==> src/hw/rtl/scpa_pkg.sv <==
`default_nettype none
package scpa_pkg;

   localparam int NUM_CLASSES   = 128;
   localparam int POOL_GRANULES = 4096;

   localparam int ADDR_W    = 32;
   localparam int SIZE_W    = 13;
   localparam int CLS_W     = SIZE_W - 5;
   localparam int CLASS_AW  = $clog2(NUM_CLASSES);
   localparam int GRAN_W    = $clog2(POOL_GRANULES);
   localparam int STATUS_W  = 2;
   localparam int CSR_IDX_W = 1;

   localparam logic [ADDR_W-1:0] POOL_START_RST = 32'h0000_0000;
   localparam logic [ADDR_W-1:0] POOL_END_RST   = 32'h0001_0000;
   localparam logic [ADDR_W-1:0] ALIGN_ADD      = 32'h0000_000f;
   localparam logic [ADDR_W-1:0] ALIGN_MASK     = ~32'h0000_000f;

   localparam logic REQ_ALLOC = 1'b0;
   localparam logic REQ_FREE  = 1'b1;

   localparam logic [CSR_IDX_W-1:0] CSR_POOL_START = 1'b0;
   localparam logic [CSR_IDX_W-1:0] CSR_POOL_END   = 1'b1;

   localparam logic [STATUS_W-1:0] STAT_REUSED  = 2'd0;
   localparam logic [STATUS_W-1:0] STAT_FRESH   = 2'd1;
   localparam logic [STATUS_W-1:0] STAT_OOM     = 2'd2;
   localparam logic [STATUS_W-1:0] STAT_TOO_BIG = 2'd3;

   typedef enum logic [1:0] {
      ST_IDLE,
      ST_HEAD,
      ST_LINK
   } state_type;

   typedef struct packed {
      logic load;
      logic finish_head;
      logic finish_pop;
   } ctrl_cmd_type;

   typedef struct packed {
      logic too_big;
      logic is_free;
      logic head_hit;
      logic out_free;
   } dp_stat_type;

endpackage
`default_nettype wire

==> src/hw/rtl/scpa_ctrl.sv <==
`default_nettype none
module scpa_ctrl
   import scpa_pkg::*;
(
   input  wire logic         clock,
   input  wire logic         reset,
   input  wire logic         req_valid,
   output logic              req_ready,
   input  wire dp_stat_type  stat,
   output ctrl_cmd_type      cmd
);

   state_type state_ff, state_in;

   always_ff @(posedge clock) begin
      if (reset) begin
         state_ff <= ST_IDLE;
      end else begin
         state_ff <= state_in;
      end
   end

   always_comb begin
      state_in  = state_ff;
      req_ready = 1'b0;
      cmd       = '0;
      case (state_ff)
         ST_IDLE: begin
            req_ready = 1'b1;
            if (req_valid) begin
               cmd.load = 1'b1;
               state_in = ST_HEAD;
            end
         end
         ST_HEAD: begin
            // pop needs the link of the head block first
            if (!stat.too_big && !stat.is_free && stat.head_hit) begin
               state_in = ST_LINK;
            end else if (stat.out_free) begin
               cmd.finish_head = 1'b1;
               state_in        = ST_IDLE;
            end
         end
         ST_LINK: begin
            if (stat.out_free) begin
               cmd.finish_pop = 1'b1;
               state_in       = ST_IDLE;
            end
         end
         default: begin
            state_in = ST_IDLE;
         end
      endcase
   end

endmodule
`default_nettype wire

==> config.mk <==
export PLATFORM = sky130hd
export DESIGN_NAME = scpa_ctrl
export DESIGN_NICKNAME = d
export VERILOG_FILES = /design/src/hw/rtl/scpa_pkg.sv /design/src/hw/rtl/scpa_ctrl.sv
export SDC_FILE = /design/constraint.sdc
export NUM_CORES = 1
export LEC_CHECK = 0
export BUFFER_PORTS_ARGS = -buffer_cell sky130_fd_sc_hd__buf_2
export CORE_AREA = 5 5 42 44
export CTS_CLUSTER_SIZE = 28
export DETAILED_ROUTE_END_ITERATION = 10
export DIE_AREA = 0 0 47 49
export PLACE_DENSITY = 0.3
export REMOVE_ABC_BUFFERS = 1
export SLEW_MARGIN = 20
export SYNTH_ARGS = -nofsm -noshare
export SYNTH_HDL_FRONTEND = slang
export SYNTH_SLANG_ARGS = --single-unit
==> constraint.sdc <==
create_clock -name clock -period 1.2 [get_ports clock]
set_input_delay 0.24 -clock clock [delete_from_list [all_inputs] [get_ports clock]]
set_output_delay 0.24 -clock clock [all_outputs]
set_load 0.02 [all_outputs]
# Word level (Yosys, flattened, before mapping)
# Cells that the tools add are included.
# totals
reg_bits	2
in_bits	7
out_inout_bits	4
# classes
n_eq_ne	3
mux	11
reduce_logical	5
# ops
op	count
two-way mux 1 bit	7
two-way mux 2 bit	3
case mux 2 bit (3 select lines)	1
== test 2 x 1 -> 1 bit (second input constant)	1
== test 2 bit (second input constant)	1
logical AND 1 bit	2
zero test 1 bit	2
zero test 2 bit	1
inequality test 2 bit (second input constant)	1

# Logic depth before layout (Yosys ltp)
# depth
ltp_word	5
ltp_mapped	2

# Worst setup path before layout
# Ideal clock, no wire load.
# synth_timing
path_type	reg-to-output
start	reg state_ff[0]
end	out cmd[2] in the netlist's numbering
arrival_ns	0.952
required_time_ns	0.960
setup_slack_ns	0.008
path_stages_with_launch	3
n_path_buf	0
cell_sequence	dfxtp_1 -> nor2_1 -> and2_1
# synth_lines
element	line_no	text
start: declaration	scpa_ctrl.sv:13	state_type state_ff, state_in;
start signal: assignment	scpa_ctrl.sv:19	state_ff <= state_in;
end: declaration	scpa_ctrl.sv:10	output ctrl_cmd_type cmd

==> results.yml <==
place:
  dp.cells: 42
  placed_cell_area_um2: 200.2
  place_ws_ns: 0.09685
  place_congestion: 0.7059
  io_buffers: 10
synth:
  synthXorXnorAreaFrac: 0
  synth_top_family_by_area: "simple AND/OR/NAND/NOR gates"
  synthMuxAreaShare: 0
  ys_seq_area_frac: 0.3265
  syn_area_um2: 122.6
  synth_top_area_share: 0.3265
  syn_inst: 15
  ys_warn_count: 0
  synth-edff-count: 0
  yosysUniqueCellTypes: 10
  ys.flop_type: "dfxtp_1"
  post_synth.cell_area_avg_um2: 8.175
  synthAdderAreaFrac: 0
  synthSimpleGateAreaFrac: 0.5714
  async_flop_share: 0
  ys_top_cells_by_area: "dfxtp_1, or4b_1, nor3b_1"
  yosys-top-cells-count: "dfxtp_1, nand2_1, nor2_1, nor3b_1, or4b_1"
  synth_compound_area_frac: 0.1020
  synth_top_area_cell: "dfxtp_1"
  ys_ff_latch: 2
timing:
  hold_slack_ns: 0.3330
  hold_viol: 0
  fmax_mhz: 854.6
  tightest_slew_ns: 0.3110
  fin_crit_sh: 0.9751
  rsz0062_at_grt: "yes"
  max_slew_margin: 0.7922
  final_max_slew_viol_count: 0
  finClkSkew_ns: 0.001619
  setup_ws_ns: 0.02988
  setup_violations: 0
  final.min_clock_period_ns: 1.170
  fin_tns_setup_ns: 0
final_layout:
  regMostFlops: "state_ff"
  drive_gt1_frac: 0.6897
  finish.instance_area_um2: 256.5
  largest_reg_flops: 2
  area_delta_synth_final_pct: 109.2
  stdcell_count: 45
  antennaDiodeCount: 0
  reg_top3: "state_ff x2"
  fin_nets: 38
setup_path:
  cp.arrival_ns: 0.93
  worstSetupStartpointType: "register"
  required_ns: 0.96
  crit_type: "register to output pin"
  cp_max_fo: 7
  endpoint_kind: "output pin"
routing:
  drt_iter0_drc: 0
  routed_wl_um: 492
  via_count: 177
  vias_per_cell: 3.933
  dr.pass1.iters: 1
  wl_per_cell_um: 10.93
  antenna_left: 0
  drc: 0
hold_path:
  hp-class: "input port to register"
power:
  p_int_w: 0.0002095
  sequentialPowerShare: 0.275
  power_density_mw_per_mm2: 1087
  p_clk_frac: 0.516
  irDropWorstVdd_uv: 420.1
  p_leak_nw: 0.1218
  pwr-share-comb: 0.209
  p_switching_w: 0.00006944
  p_sw_frac: 0.2489
clocking:
  clk_pin_slew_worst_paths_ns: 0.03
  h-tree-depth: 1
  numCtsBuffers: 3
  cts_setup_buffers: 0
  cts_buffer_depth: 2
  clock-sinks: 2
  cts-root-buf: "clkbuf_4"
  cts_tree: "built"
  worstSkewPairLatency_ns: 0.22
grt:
  grt_first_pass_wirelength_um: 724
  antenna_found_initial: 0
  grt-ovfl-total: 0
  grtUsageTotal: 0.04779
  grt_max_degree: 8
  grt_pass1_vias: 197
run:
  maxCapViolCount: 0
outcome:
  run_status: "finished, final reports clean"
floorplanning:
  die_h_um: 49
  io_pins: 11
  start_util: 0.08750
  row_count: 14
  coreArea_mm2: 0.001401
  dieArea_mm2: 0.002303
  die-width_um: 47
final cells by class:
| class | instances | area [um^2] |
|---|---|---|
| well taps | 16 | 20.02 |
| multi-input cells | 13 | 100.1 |
| flip-flops and latches | 2 | 47.55 |
| fillers | 169 | 1145 |
| repair buffers | 11 | 66.31 |
| clock buffers | 3 | 22.52 |
final timing paths:
check         startpoint     endpoint  slack [ns]  cells past startpoint
max          state_ff[1]       cmd[2]        0.03                      3
min                reset  state_ff[0]        0.33                      3
max reg2reg  state_ff[1]  state_ff[0]        0.09                      2
min reg2reg  state_ff[0]  state_ff[0]        0.60                      2
through the flow:
| step | total power (W) | util |
|---|---|---|
| after CTS | 0.0002848 | 0.1670 |
| after floorplan | 0.00009939 | - |
| final | 0.0002789 | 0.1830 |
| after global routing | 0.0003000 | 0.1830 |
| after global placement | 0.0001236 | 0.1429 |
| after detailed placement | 0.0001253 | 0.1429 |
power groups by stage:
stage / Combinational (W) / Sequential, W / Clock (W)
floorplan: 0.0000243 / 0.0000751 / 0
global placement: 0.0000474 / 0.0000762 / 0
detailed placement: 0.0000485 / 0.0000768 / 0
CTS: 0.0000528 / 0.0000759 / 0.000156
global route: 0.0000642 / 0.0000770 / 0.000159
finish: 0.0000584 / 0.0000766 / 0.000144
critical path: stages, from the launching register on:
cell and delay, ns:
dfxtp_4 0.36, nor2_4 0.10, and2_4 0.14, buf_6 0.11
cell usage in the layout (no fill, tap or decap), types with 2 or more instances in the layout:
cell      count
nor3b_1       2
buf_4         2
dfxtp_4       2
buf_2         8
clkbuf_4      3
or4b_1        2
layer usage:
layer | track usage | vias to the layer above | part of all wire
met5 | 0 | - | 0
met1 | 0.04585 | 78 | 0.44
met4 | 0.06912 | 0 | 0.020
li1 | - | 86 | -
met3 | 0.02214 | 2 | 0.13
met2 | 0.05882 | 11 | 0.40
timing repair:
item / 4_1_cts / 5_1_grt
resized for setup: 5 / 7
hold buffers: 0 / 0
setup endpoints to repair: 3 / 2
pin swaps: 1 / 1
cell families (layout without fill, tap and decap cells):
logic type / Yosys count / count (layout)
AND/OR/NAND/NOR: 11 / 11
AO/OA/AOI/OAI: 2 / 2
flip-flops: 2 / 2
buffers and inverters: 0 / 14
(Power assumes the default switching activity.)
